==> src/hw/rtl/fhmpt_pkg.sv <==
package fhmpt_pkg;

   // Field and word widths.
   localparam int unsigned DataWidth  = 32;
   localparam int unsigned ProdWidth  = 64;
   localparam int unsigned CsrIdxW    = 8;
   localparam int unsigned ReqDataW   = 8;
   localparam int unsigned RspDataW   = 40;

   // Ticks spent in pause before falling back to return.
   localparam int unsigned PauseTicksDefault = 15;

   // Step time 4 ms as an unsigned Q0.32 fraction (truncated).
   localparam logic signed [DataWidth-1:0] StepQ32 = 32'sd17179869;

   // Operating modes.
   typedef enum logic [1:0] {
      MODE_RETURN = 2'd0,
      MODE_UP     = 2'd1,
      MODE_DOWN   = 2'd2,
      MODE_PAUSE  = 2'd3
   } mode_type;

   // Item kinds carried on the input user field.
   localparam logic CmdTick    = 1'b0;
   localparam logic CmdRequest = 1'b1;

   // Configuration register indexes.
   localparam logic [CsrIdxW-1:0] RegUpTarget   = 8'd0;
   localparam logic [CsrIdxW-1:0] RegDownTarget = 8'd1;
   localparam logic [CsrIdxW-1:0] RegUpKp       = 8'd2;
   localparam logic [CsrIdxW-1:0] RegUpKd       = 8'd3;
   localparam logic [CsrIdxW-1:0] RegDownKp     = 8'd4;
   localparam logic [CsrIdxW-1:0] RegDownKd     = 8'd5;
   localparam logic [CsrIdxW-1:0] RegReturnKp   = 8'd6;
   localparam logic [CsrIdxW-1:0] RegReturnKd   = 8'd7;

   // Sequencer states, one-hot.
   typedef enum logic [9:0] {
      ST_IDLE = 10'b00_0000_0001,
      ST_ERR  = 10'b00_0000_0010,
      ST_MULP = 10'b00_0000_0100,
      ST_MULD = 10'b00_0000_1000,
      ST_ACC  = 10'b00_0001_0000,
      ST_MULV = 10'b00_0010_0000,
      ST_VEL  = 10'b00_0100_0000,
      ST_MULH = 10'b00_1000_0000,
      ST_HGT  = 10'b01_0000_0000,
      ST_DONE = 10'b10_0000_0000
   } state_type;

   // Clamp a 64-bit signed value to the 32-bit signed range.
   function automatic logic signed [DataWidth-1:0] sat_from64(
      input logic signed [ProdWidth-1:0] v
   );
      logic all_zero;
      logic all_one;
      all_zero = ~|v[ProdWidth-1:DataWidth-1];
      all_one  = &v[ProdWidth-1:DataWidth-1];
      if (all_zero || all_one) begin
         return v[DataWidth-1:0];
      end else if (v[ProdWidth-1]) begin
         return {1'b1, {(DataWidth-1){1'b0}}};
      end else begin
         return {1'b0, {(DataWidth-1){1'b1}}};
      end
   endfunction

   // Clamp a 33-bit signed sum to the 32-bit signed range.
   function automatic logic signed [DataWidth-1:0] sat_from33(
      input logic signed [DataWidth:0] v
   );
      if (v[DataWidth] == v[DataWidth-1]) begin
         return v[DataWidth-1:0];
      end else if (v[DataWidth]) begin
         return {1'b1, {(DataWidth-1){1'b0}}};
      end else begin
         return {1'b0, {(DataWidth-1){1'b1}}};
      end
   endfunction

endpackage

==> src/hw/rtl/foot_height_mode_pd_tracker.sv <==
// Channel   Direction  Handshake            Payload
// req       in         req_tvalid/tready    tuser: cmd; tdata: requested_mode
// rsp       out        rsp_tvalid/tready    tdata: height, mode_now, request_taken
// csr       in         csr_valid/csr_ready  csr_index, csr_data
//
// A control tick runs through ERR, MULP, MULD, ACC, MULV, VEL, MULH, HGT and
// DONE: one signed 33x32 multiplier is shared by the four products (P, D, velocity
// step, height step) and each product is registered before it is used.
// Reset is synchronous and clears every register but opnd, prod, p and rsp_data.
// req_tready is high only while the sequencer is idle; the result register
// holds while rsp_tready is low, and a finished item waits for it to empty.
module foot_height_mode_pd_tracker #(
   parameter int unsigned PauseTicks = fhmpt_pkg::PauseTicksDefault
) (
   input  logic                                clock,
   input  logic                                reset,
   // Input items.
   input  logic                                req_tvalid,
   output logic                                req_tready,
   input  logic                                req_tuser,   // [0] cmd
   input  logic [fhmpt_pkg::ReqDataW-1:0]      req_tdata,   // [1:0] requested_mode
   // Result items.
   output logic                                rsp_tvalid,
   input  logic                                rsp_tready,
   // [31:0] height, [33:32] mode_now, [34] request_taken, [39:35] zero
   output logic [fhmpt_pkg::RspDataW-1:0]      rsp_tdata,
   // Configuration writes.
   input  logic                                csr_valid,
   output logic                                csr_ready,
   input  logic [fhmpt_pkg::CsrIdxW-1:0]       csr_index,
   input  logic [fhmpt_pkg::DataWidth-1:0]     csr_data
);
   import fhmpt_pkg::*;

   localparam int unsigned PauseW = $clog2(PauseTicks + 1);
   localparam logic [PauseW-1:0] PauseLoad = PauseW'(PauseTicks);

   // Configuration registers.
   logic signed [DataWidth-1:0] up_target_ff, down_target_ff;
   logic [DataWidth-1:0] up_kp_ff, up_kd_ff, down_kp_ff, down_kd_ff;
   logic [DataWidth-1:0] return_kp_ff, return_kd_ff;

   // Sequencer and dynamics state.
   state_type state_ff, state_in;
   mode_type mode_ff, mode_in;
   logic signed [DataWidth-1:0] height_ff, height_in;
   logic signed [DataWidth-1:0] vel_ff, vel_in;
   logic signed [DataWidth-1:0] target_ff, target_in;
   logic [PauseW-1:0] pause_left_ff, pause_left_in;
   logic taken_ff, taken_in;

   // Working registers of the shared multiplier path.
   logic signed [DataWidth-1:0] opnd_ff, opnd_in;
   logic signed [ProdWidth-1:0] prod_ff, prod_in;
   logic signed [ProdWidth-1:0] p_ff, p_in;

   // Result register.
   logic rsp_valid_ff, rsp_valid_in;
   logic [RspDataW-1:0] rsp_data_ff, rsp_data_in;

   // Combinational helpers.
   logic [DataWidth-1:0] kp_sel, kd_sel;
   logic is_pause;
   logic signed [DataWidth:0] mul_a;
   logic signed [DataWidth-1:0] mul_b;
   logic signed [2*DataWidth:0] mul_full;
   logic signed [DataWidth:0] err_sum, vel_sum, hgt_sum;
   logic signed [ProdWidth-1:0] d_term;
   logic [PauseW-1:0] pause_dec;
   mode_type req_mode;
   logic req_ok;
   logic out_free;

   assign req_tready = (state_ff == ST_IDLE);
   assign csr_ready  = 1'b1;
   assign rsp_tvalid = rsp_valid_ff;
   assign rsp_tdata  = rsp_data_ff;
   assign out_free   = !rsp_valid_ff || rsp_tready;
   assign is_pause   = (mode_ff == MODE_PAUSE);
   assign req_mode   = mode_type'(req_tdata[1:0]);

   // Gains follow the current mode; pause runs on the down gains.
   always_comb begin
      unique case (mode_ff)
         MODE_UP: begin
            kp_sel = up_kp_ff;
            kd_sel = up_kd_ff;
         end
         MODE_DOWN, MODE_PAUSE: begin
            kp_sel = down_kp_ff;
            kd_sel = down_kd_ff;
         end
         default: begin
            kp_sel = return_kp_ff;
            kd_sel = return_kd_ff;
         end
      endcase
   end

   // Acceptance rules for a mode request.
   always_comb begin
      req_ok = 1'b0;
      if (req_mode != mode_ff) begin
         unique case (mode_ff)
            MODE_RETURN: req_ok = (req_mode == MODE_UP);
            MODE_UP:     req_ok = 1'b1;
            MODE_DOWN:   req_ok = (req_mode != MODE_UP);
            default:     req_ok = (req_mode == MODE_RETURN);
         endcase
      end
   end

   // Operand selection for the shared multiplier.
   always_comb begin
      unique case (state_ff)
         ST_MULP: begin
            mul_a = $signed({1'b0, kp_sel});
            mul_b = opnd_ff;
         end
         ST_MULD: begin
            mul_a = $signed({1'b0, kd_sel});
            mul_b = vel_ff;
         end
         ST_MULH: begin
            mul_a = {vel_ff[DataWidth-1], vel_ff};
            mul_b = StepQ32;
         end
         default: begin
            mul_a = {opnd_ff[DataWidth-1], opnd_ff};
            mul_b = StepQ32;
         end
      endcase
      mul_full = mul_a * mul_b;
   end

   // Adders and shifts around the multiplier. The upper product word is the
   // floored step and is sign-extended before the add.
   always_comb begin
      err_sum = {target_ff[DataWidth-1], target_ff} - {height_ff[DataWidth-1], height_ff};
      vel_sum = {vel_ff[DataWidth-1], vel_ff}
              + {prod_ff[ProdWidth-1], prod_ff[ProdWidth-1:DataWidth]};
      hgt_sum = {height_ff[DataWidth-1], height_ff}
              + {prod_ff[ProdWidth-1], prod_ff[ProdWidth-1:DataWidth]};
      // Pause doubles kd: shift by 15 instead of 16.
      d_term  = is_pause ? (prod_ff >>> 15) : (prod_ff >>> 16);
      pause_dec = (pause_left_ff != '0) ? pause_left_ff - PauseW'(1) : '0;
   end

   // Sequencer and datapath next state.
   always_comb begin
      state_in      = state_ff;
      mode_in       = mode_ff;
      height_in     = height_ff;
      vel_in        = vel_ff;
      target_in     = target_ff;
      pause_left_in = pause_left_ff;
      taken_in      = taken_ff;
      opnd_in       = opnd_ff;
      prod_in       = prod_ff;
      p_in          = p_ff;
      rsp_valid_in  = rsp_valid_ff && !rsp_tready;
      rsp_data_in   = rsp_data_ff;

      unique case (state_ff)
         ST_IDLE: begin
            if (req_tvalid) begin
               taken_in = 1'b0;
               if (req_tuser == CmdTick) begin
                  state_in = ST_ERR;
               end else begin
                  state_in = ST_DONE;
                  if (req_ok) begin
                     taken_in = 1'b1;
                     mode_in  = req_mode;
                     unique case (req_mode)
                        MODE_UP:   target_in = up_target_ff;
                        MODE_DOWN: target_in = down_target_ff;
                        MODE_PAUSE: begin
                           target_in     = height_ff;
                           pause_left_in = PauseLoad;
                        end
                        default:   target_in = '0;
                     endcase
                  end
               end
            end
         end
         ST_ERR: begin
            opnd_in  = sat_from33(err_sum);
            state_in = ST_MULP;
         end
         ST_MULP: begin
            prod_in  = ProdWidth'(mul_full);
            state_in = ST_MULD;
         end
         ST_MULD: begin
            // Pause halves kp: one more bit of right shift.
            p_in     = is_pause ? (prod_ff >>> 17) : (prod_ff >>> 16);
            prod_in  = ProdWidth'(mul_full);
            state_in = ST_ACC;
         end
         ST_ACC: begin
            opnd_in  = sat_from64(p_ff - d_term);
            state_in = ST_MULV;
         end
         ST_MULV: begin
            prod_in  = ProdWidth'(mul_full);
            state_in = ST_VEL;
         end
         ST_VEL: begin
            vel_in   = sat_from33(vel_sum);
            state_in = ST_MULH;
         end
         ST_MULH: begin
            prod_in  = ProdWidth'(mul_full);
            state_in = ST_HGT;
         end
         ST_HGT: begin
            height_in = sat_from33(hgt_sum);
            if (is_pause) begin
               pause_left_in = pause_dec;
               if (pause_dec == '0) begin
                  mode_in   = MODE_RETURN;
                  target_in = '0;
               end
            end
            state_in = ST_DONE;
         end
         ST_DONE: begin
            if (out_free) begin
               rsp_valid_in = 1'b1;
               rsp_data_in  = {5'd0, taken_ff, mode_ff, height_ff};
               state_in     = ST_IDLE;
            end
         end
         default: begin
            state_in = ST_IDLE;
         end
      endcase
   end

   // Control and state registers.
   always_ff @(posedge clock) begin
      if (reset) begin
         state_ff      <= ST_IDLE;
         mode_ff       <= MODE_RETURN;
         height_ff     <= '0;
         vel_ff        <= '0;
         target_ff     <= '0;
         pause_left_ff <= '0;
         taken_ff      <= 1'b0;
         rsp_valid_ff  <= 1'b0;
      end else begin
         state_ff      <= state_in;
         mode_ff       <= mode_in;
         height_ff     <= height_in;
         vel_ff        <= vel_in;
         target_ff     <= target_in;
         pause_left_ff <= pause_left_in;
         taken_ff      <= taken_in;
         rsp_valid_ff  <= rsp_valid_in;
      end
   end

   // Payload registers.
   always_ff @(posedge clock) begin
      opnd_ff     <= opnd_in;
      prod_ff     <= prod_in;
      p_ff        <= p_in;
      rsp_data_ff <= rsp_data_in;
   end

   // Configuration register writes; unknown indexes are dropped.
   always_ff @(posedge clock) begin
      if (reset) begin
         up_target_ff   <= '0;
         down_target_ff <= '0;
         up_kp_ff       <= '0;
         up_kd_ff       <= '0;
         down_kp_ff     <= '0;
         down_kd_ff     <= '0;
         return_kp_ff   <= '0;
         return_kd_ff   <= '0;
      end else if (csr_valid && csr_ready) begin
         unique case (csr_index)
            RegUpTarget:   up_target_ff   <= csr_data;
            RegDownTarget: down_target_ff <= csr_data;
            RegUpKp:       up_kp_ff       <= csr_data;
            RegUpKd:       up_kd_ff       <= csr_data;
            RegDownKp:     down_kp_ff     <= csr_data;
            RegDownKd:     down_kd_ff     <= csr_data;
            RegReturnKp:   return_kp_ff   <= csr_data;
            RegReturnKd:   return_kd_ff   <= csr_data;
            default: begin
            end
         endcase
      end
   end

   // Sequencer encoding stays one-hot.
   assert property (@(posedge clock) disable iff (reset) $onehot(state_ff))
      else $error("sequencer state is not one-hot");

   // Between items, pause mode always has ticks left.
   assert property (@(posedge clock) disable iff (reset)
      (state_ff == ST_IDLE && mode_ff == MODE_PAUSE) |-> (pause_left_ff != '0))
      else $error("idle in pause with an empty pause count");

   // Mode changes only on a request transfer or at the end of a tick.
   assert property (@(posedge clock) disable iff (reset)
      (state_ff != ST_IDLE && state_ff != ST_HGT) |=> $stable(mode_ff))
      else $error("mode changed in the middle of a tick");

   // A tick never reports a taken request.
   assert property (@(posedge clock) disable iff (reset)
      (state_ff == ST_ERR) |-> !taken_ff)
      else $error("request flag set during a tick");

   // After an input transfer the block is busy, not ready, in the next cycle.
   assert property (@(posedge clock) disable iff (reset)
      (req_tvalid && req_tready) |=> !req_tready)
      else $error("ready right after an input transfer");

endmodule
==> config.mk <==
export PLATFORM = sky130hd
export DESIGN_NAME = foot_height_mode_pd_tracker
export DESIGN_NICKNAME = d
export VERILOG_FILES = /design/src/hw/rtl/fhmpt_pkg.sv /design/src/hw/rtl/foot_height_mode_pd_tracker.sv
export SDC_FILE = /design/constraint.sdc
export NUM_CORES = 2
export LEC_CHECK = 0
export ABC_CLOCK_PERIOD_IN_PS = 15050
export BUFFER_PORTS_ARGS = -buffer_cell sky130_fd_sc_hd__buf_2
export CORE_UTILIZATION = 55
export CTS_CLUSTER_DIAMETER = 200
export DETAILED_ROUTE_END_ITERATION = 7
export PLACE_DENSITY_LB_ADDON = 0.08
export REMOVE_ABC_BUFFERS = 1
export SYNTH_ARGS = -nofsm -noshare
export SYNTH_HDL_FRONTEND = slang
export SYNTH_SLANG_ARGS = --single-unit
==> constraint.sdc <==
create_clock -name clock -period 15.05 [get_ports clock]
set_clock_uncertainty 0.05 [all_clocks]
set_input_delay 3.01 -clock clock [delete_from_list [all_inputs] [get_ports clock]]
set_output_delay 3.01 -clock clock [all_outputs]
set_load 0.01 [all_outputs]
-- Word-level counts from Yosys, hierarchy flattened
Index checks and enable logic that the tools add are counted.
- RAM bits: 0
- bits in latches: 0
- memories kept: 0
- flip-flop bits (word level): 549
- memory bits (read-only): 0
- shift-type cells: 0
- multiplexer cells: 45
- multiply operators: 1
- equal/unequal tests: 35
- bitwise gates (word level): 0
- add/subtract/negate cells: 5
- $lt $le $gt $ge: 0
- divide/modulo/power cells: 0
- reduce and logical (&&, ||, !) cells: 30
- operators by type and width (operator ; number):
    32-bit two-way mux ; 13
    32-bit one-hot mux with 2 select lines ; 5
    10-bit one-hot mux with 10 select lines ; 1
    33-bit one-hot mux with 3 select lines ; 1
    32-bit one-hot mux with 3 select lines ; 1
    32-bit by 32-bit adder with 33-bit output ; 2
    33-bit by 32-bit multiplier with 64-bit output ; 1
    48-bit by 49-bit subtractor with 50-bit output ; 1
    48-bit two-way mux ; 1
    47-bit two-way mux ; 1
    33-bit AND reduction ; 1
    33-bit OR reduction ; 1
    32-bit by 32-bit subtractor with 33-bit output ; 1
    8-bit by 3-bit equality test with 1-bit output, second input constant ; 4
    10-bit two-way mux ; 3
    4-bit two-way mux ; 6
    2-bit AND reduction ; 11
    8-bit by 2-bit equality test with 1-bit output, second input constant ; 2
    6-bit AND reduction ; 2
    10-bit by 1-bit equality test with 1-bit output, second input constant ; 1
    10-bit equality test, second input constant ; 1
    10-bit by 2-bit equality test with 1-bit output, second input constant ; 1
    10-bit by 3-bit equality test with 1-bit output, second input constant ; 1
    10-bit by 4-bit equality test with 1-bit output, second input constant ; 1
    other kinds (28) ; 53

-- Depth between registers and ports, before layout
- word-level depth: 8
- gate-level depth with buffers: 38
- gate-level depth less buffers: 34

-- Worst setup path before layout
Ideal clock, no wire load.
- kind: reg-to-reg
- from: register state_ff[1]
- to: register prod_ff[63] (data pin)
- setup slack: 4.372 ns
- path buffers: 4
- stages on the path, launching flop included: 35
- arrival: 10.368 ns
- data required time: 14.740 ns
- period minus slack after synthesis: 10.678 ns
- cell sequence: dfxtp_1 -> nor4_4 -> and3_1 -> nand2_1 -> inv_1 -> clkbuf_1 -> buf_1 -> a22o_1 -> clkbuf_1 -> nand2_1 -> fa_1 -> inv_1 -> fa_1 -> inv_1 -> fa_1 -> inv_1 -> fa_1 -> fa_1 -> fa_1 -> fa_1 -> fa_1 -> ha_1 -> clkbuf_1 -> a21oi_1 -> o21ai_0 -> a211oi_1 -> nand4_1 -> a211oi_2 -> o31ai_1 -> a31oi_1 -> o21ai_1 -> a21o_1 -> a31o_2 -> a21oi_1 -> xnor2_1
- longest elaborated chain between the ends: 3
- elaborated cells on any way between the ends: 6
- classes of those cells: mul (1); eq/ne (3); mux (2)
- ends and longest elaborated chain (what ; RTL line ; source):
    start: declaration ; foot_height_mode_pd_tracker.sv:44 ; state_type state_ff, state_in;
    start signal: assignment ; foot_height_mode_pd_tracker.sv:254 ; state_ff <= state_in;
    10-bit by 8-bit equality test with 1-bit output, or another cell as far along ; foot_height_mode_pd_tracker.sv:115 ; unique case (state_ff)
    33-bit one-hot mux with 3 select lines or 32-bit one-hot mux with 2 select lines (tied branches) ; foot_height_mode_pd_tracker.sv:115 ;
    33-bit by 32-bit multiplier with 64-bit output * ; foot_height_mode_pd_tracker.sv:133 ; mul_full = mul_a * mul_b;
    via mul_full[63] ; foot_height_mode_pd_tracker.sv:66 ; logic signed [2*DataWidth:0] mul_full;
    end signal: assignment ; foot_height_mode_pd_tracker.sv:268 ; prod_ff <= prod_in;
    end: declaration ; foot_height_mode_pd_tracker.sv:54 ; logic signed [ProdWidth-1:0] prod_ff, prod_in;
Mark *: on every way through the listed nets, which the timed path passes. The rest lies on a longest branch.
A chain may end at the register's enable or synchronous reset.

-- Final worst setup path
Same ends and word-level chain as after synthesis.

==> metrics.md <==
| Metric | Value |
|---|---|
| Status | complete, but fails checks |
| Failing checks | DRC |
| Clk Latency, worst-skew pair | 0.67 ns |
| Post-route setup TNS | 0 ns |
| DRT iter0 DRCs | 5177 |
| Num Clock Sinks | 534 |
| Die Y-Extent | 349.5 um |
| Final setup vio count | 0 |
| Slew HR | 11.93% |
| First-pass detailed-route iteration total | 7 |
| Placed cells | 9036 |
| Synth Warn # | 0 |
| Most frequent CP cell | fa_1 |
| CTS tree | yes |
| Setup Buffers After CTS | 0 |
| Fraction of layout cells with a size suffix above 1 | 7.289% |
| Largest Register | prod_ff |
| Vias in the first global route | 53432 |
| Grt ovf | 0 |
| Final ANT Viol Nets | 0 |
| Vias | 54497 |
| Slew Limit Fails | 0 |
| Core Area | 119800 um^2 |
| Clock Pin Slew Worst Setup and Hold Paths | 0.07 ns |
| Die Wd | 349.5 um |
| Worst setup SP type | flop |
| CP Capture Type | flop |
| CP max stage delay | 0.72 ns |
| Total global-route track usage | 37.42% |
| Syn avg cell area | 8.764 um^2 |
| IO Count | 97 |
| Flops & latches, synth | 534 |
| Synth Instances | 7576 |
| Max Fclk | 0.08119 GHz |
| Drt wl/cell | 24.58 um |
| Clock buffer count from CTS | 57 |
| Largest net degree at the start of global routing | 82 |
| Die area | 122100 um^2 |
| FP Rows | 127 |
| Post-DP HPWL | 170100 um |
| # DRC | 1 |
| Fin area | 70820 um^2 |
| Most frequent cells in the layout | nand2_1 (1202), fa_1 (1106), inv_1 (1064), nor2_1 (793), a21oi_1 (568) |
| WP data arrival | 12.67 ns |
| Worst Path Buf+Inv | 6 |
| Clk root buf | clkbuf_16 |
| Synth unique cells | 97 |
| Non-filler instance count after layout | 9148 |
| Post-Place Cell Area | 68860 um^2 |
| HP Class | reg2reg |
| Measured slew at the worst slew-check pin | 1.321 ns |
| H-tree Lvls | 2 |
| Synth Flop Type | dfxtp_1 |
| DR vias/cell | 5.957 |
| Nets | 8968 |
| GP Congestion | 1.006 |
| Part of the Yosys area used for sequential elements | 18.57% |
| Peak VDD IR | 0.001541 V |
| Global-route wire length before repair | 339100 um |
| Static leakage | 31.64 nW |
| CTS Hold Bufs | 0 |
| Worst endpoint required time | 15.40 ns |
| I/O Buffers | 84 |
| Period utilisation layout | 81.84% |
| Max Cap Viol | 0 |
| EDFF count, synth | 164 |
| Post-Route WL | 224900 um |
| Fin util | 59.11% |
| Most common cell after layout, fill and taps aside | nand2_1 |
| Area growth syn-to-layout | 6.662% |
| Initial Util | 55.42% |
| Worst-path fanout max | 51 |
| RSZ-0062 raised after global routing | no |
| Crit-path leading delay family | adder cells |
| Fin crit period | 12.32 ns |
| Reg2Reg Setup Slack | 2.73 ns |
| Critical path's slowest cell | buf_4 |
| Initial antenna violation count | 11 |
| PwrDens | 193.0 nW/um^2 |
| Synthesized area | 66400 um^2 |
| Critical path type | reg2reg |
| Max Buffers Root-to-Sink | 3 |
| Final Hold Viols | 0 |
| Async S/R FF share, synth | 0% |
| Post-CTS Resized | 0 |
| Largest register FFs | 49 |
==> logic make-up (layout without fill, tap and decap cells) <==
| group | count (synthesis) | after routing | share of synthesized area (%) |
|---|---|---|---|
| AND/OR/NAND/NOR | 2388 | 2388 | 14.95 |
| buffers and inverters | 1513 | 1425 | 8.727 |
| adder cells (fa/ha/maj) | 1455 | 1455 | 39.83 |
| AO/OA/AOI/OAI | 1319 | 1319 | 12.58 |
| flip-flops | 534 | 534 | 18.57 |
| multiplexers | 191 | 191 | 3.028 |
| XOR/XNOR | 174 | 174 | 2.295 |
| other | 2 | 50 | 0.01131 |
==> path summary, 6_finish.rpt <==
path                        endpoint                     start  cells after the start
max            prod_ff[63]$_DFFE_PP_  state_ff[1]$_SDFFE_PP0P_                     33
min          rsp_tdata[34]$_DFFE_PP_     taken_ff$_SDFFE_PP0P_                      0
max reg2reg    prod_ff[63]$_DFFE_PP_  state_ff[1]$_SDFFE_PP0P_                     33
min reg2reg  rsp_tdata[34]$_DFFE_PP_     taken_ff$_SDFFE_PP0P_                      0
==> final cells by class <==
cell class	count	area (um^2)
antenna	4	10.01
inverter	1066	4003
clock buffer	70	1567
tap	1612	2017
timing repair buffer	251	1684
multi-input combinational	5573	48810
sequential	534	12340
clock inverter	38	385.4
fill	11005	48990
==> cell usage after synthesis, drive strengths merged, types with 31 or more instances <==
master	n	area [um^2]
xnor2	99	867.1
nor2	798	2998
inv	1065	3998
a211oi	58	440.4
nor3	76	385.4
o21ai	194	970.9
a221o	35	350.3
a21o	86	645.6
buf	65	317.8
a21oi	577	2910
dfxtp	370	7407
nand2b	36	225.2
and3	31	193.9
a221oi	33	289.0
nand2	1206	4527
o22ai	34	212.7
fa	1106	22140
mux2	79	889.6
clkbuf	382	1475
mux2i	112	1121
nor2b	42	262.8
edfxtp	164	4925
o21a	31	232.7
xor2	75	656.9
nand3	48	240.2
ha	325	4066
a22oi	85	678.2
==> per-stage QoR <==
| step | setup WS (ns) | hold WS [ns] | power (mW) |
|---|---|---|---|
| finish | 2.733 | 0.3854 | 13.67 |
| global route | 2.049 | 0.4161 | 14.91 |
| CTS | 2.818 | 0.3924 | 13.74 |
| detailed placement | 2.823 | 0.3794 | 12.20 |
| global placement | 2.973 | 0.3664 | 12.10 |
| floorplan | 3.525 | 0.3586 | 9.525 |
==> layer usage <==
metal | part of all wire, % | global-route usage [%]
met3 | 10 | 7.505
met2 | 45 | 57.73
met1 | 40 | 51.90
met5 | 0.020 | 0
met4 | 4.5 | 14.61
==> where the power goes <==
part,leakage [nW],switching [mW],internal (mW)
combinational,26.2,5.81,4.28
sequential,4.47,0.00763,2.09
clock,0.956,0.660,0.818
No activity file was read; power rests on OpenSTA's default activity.
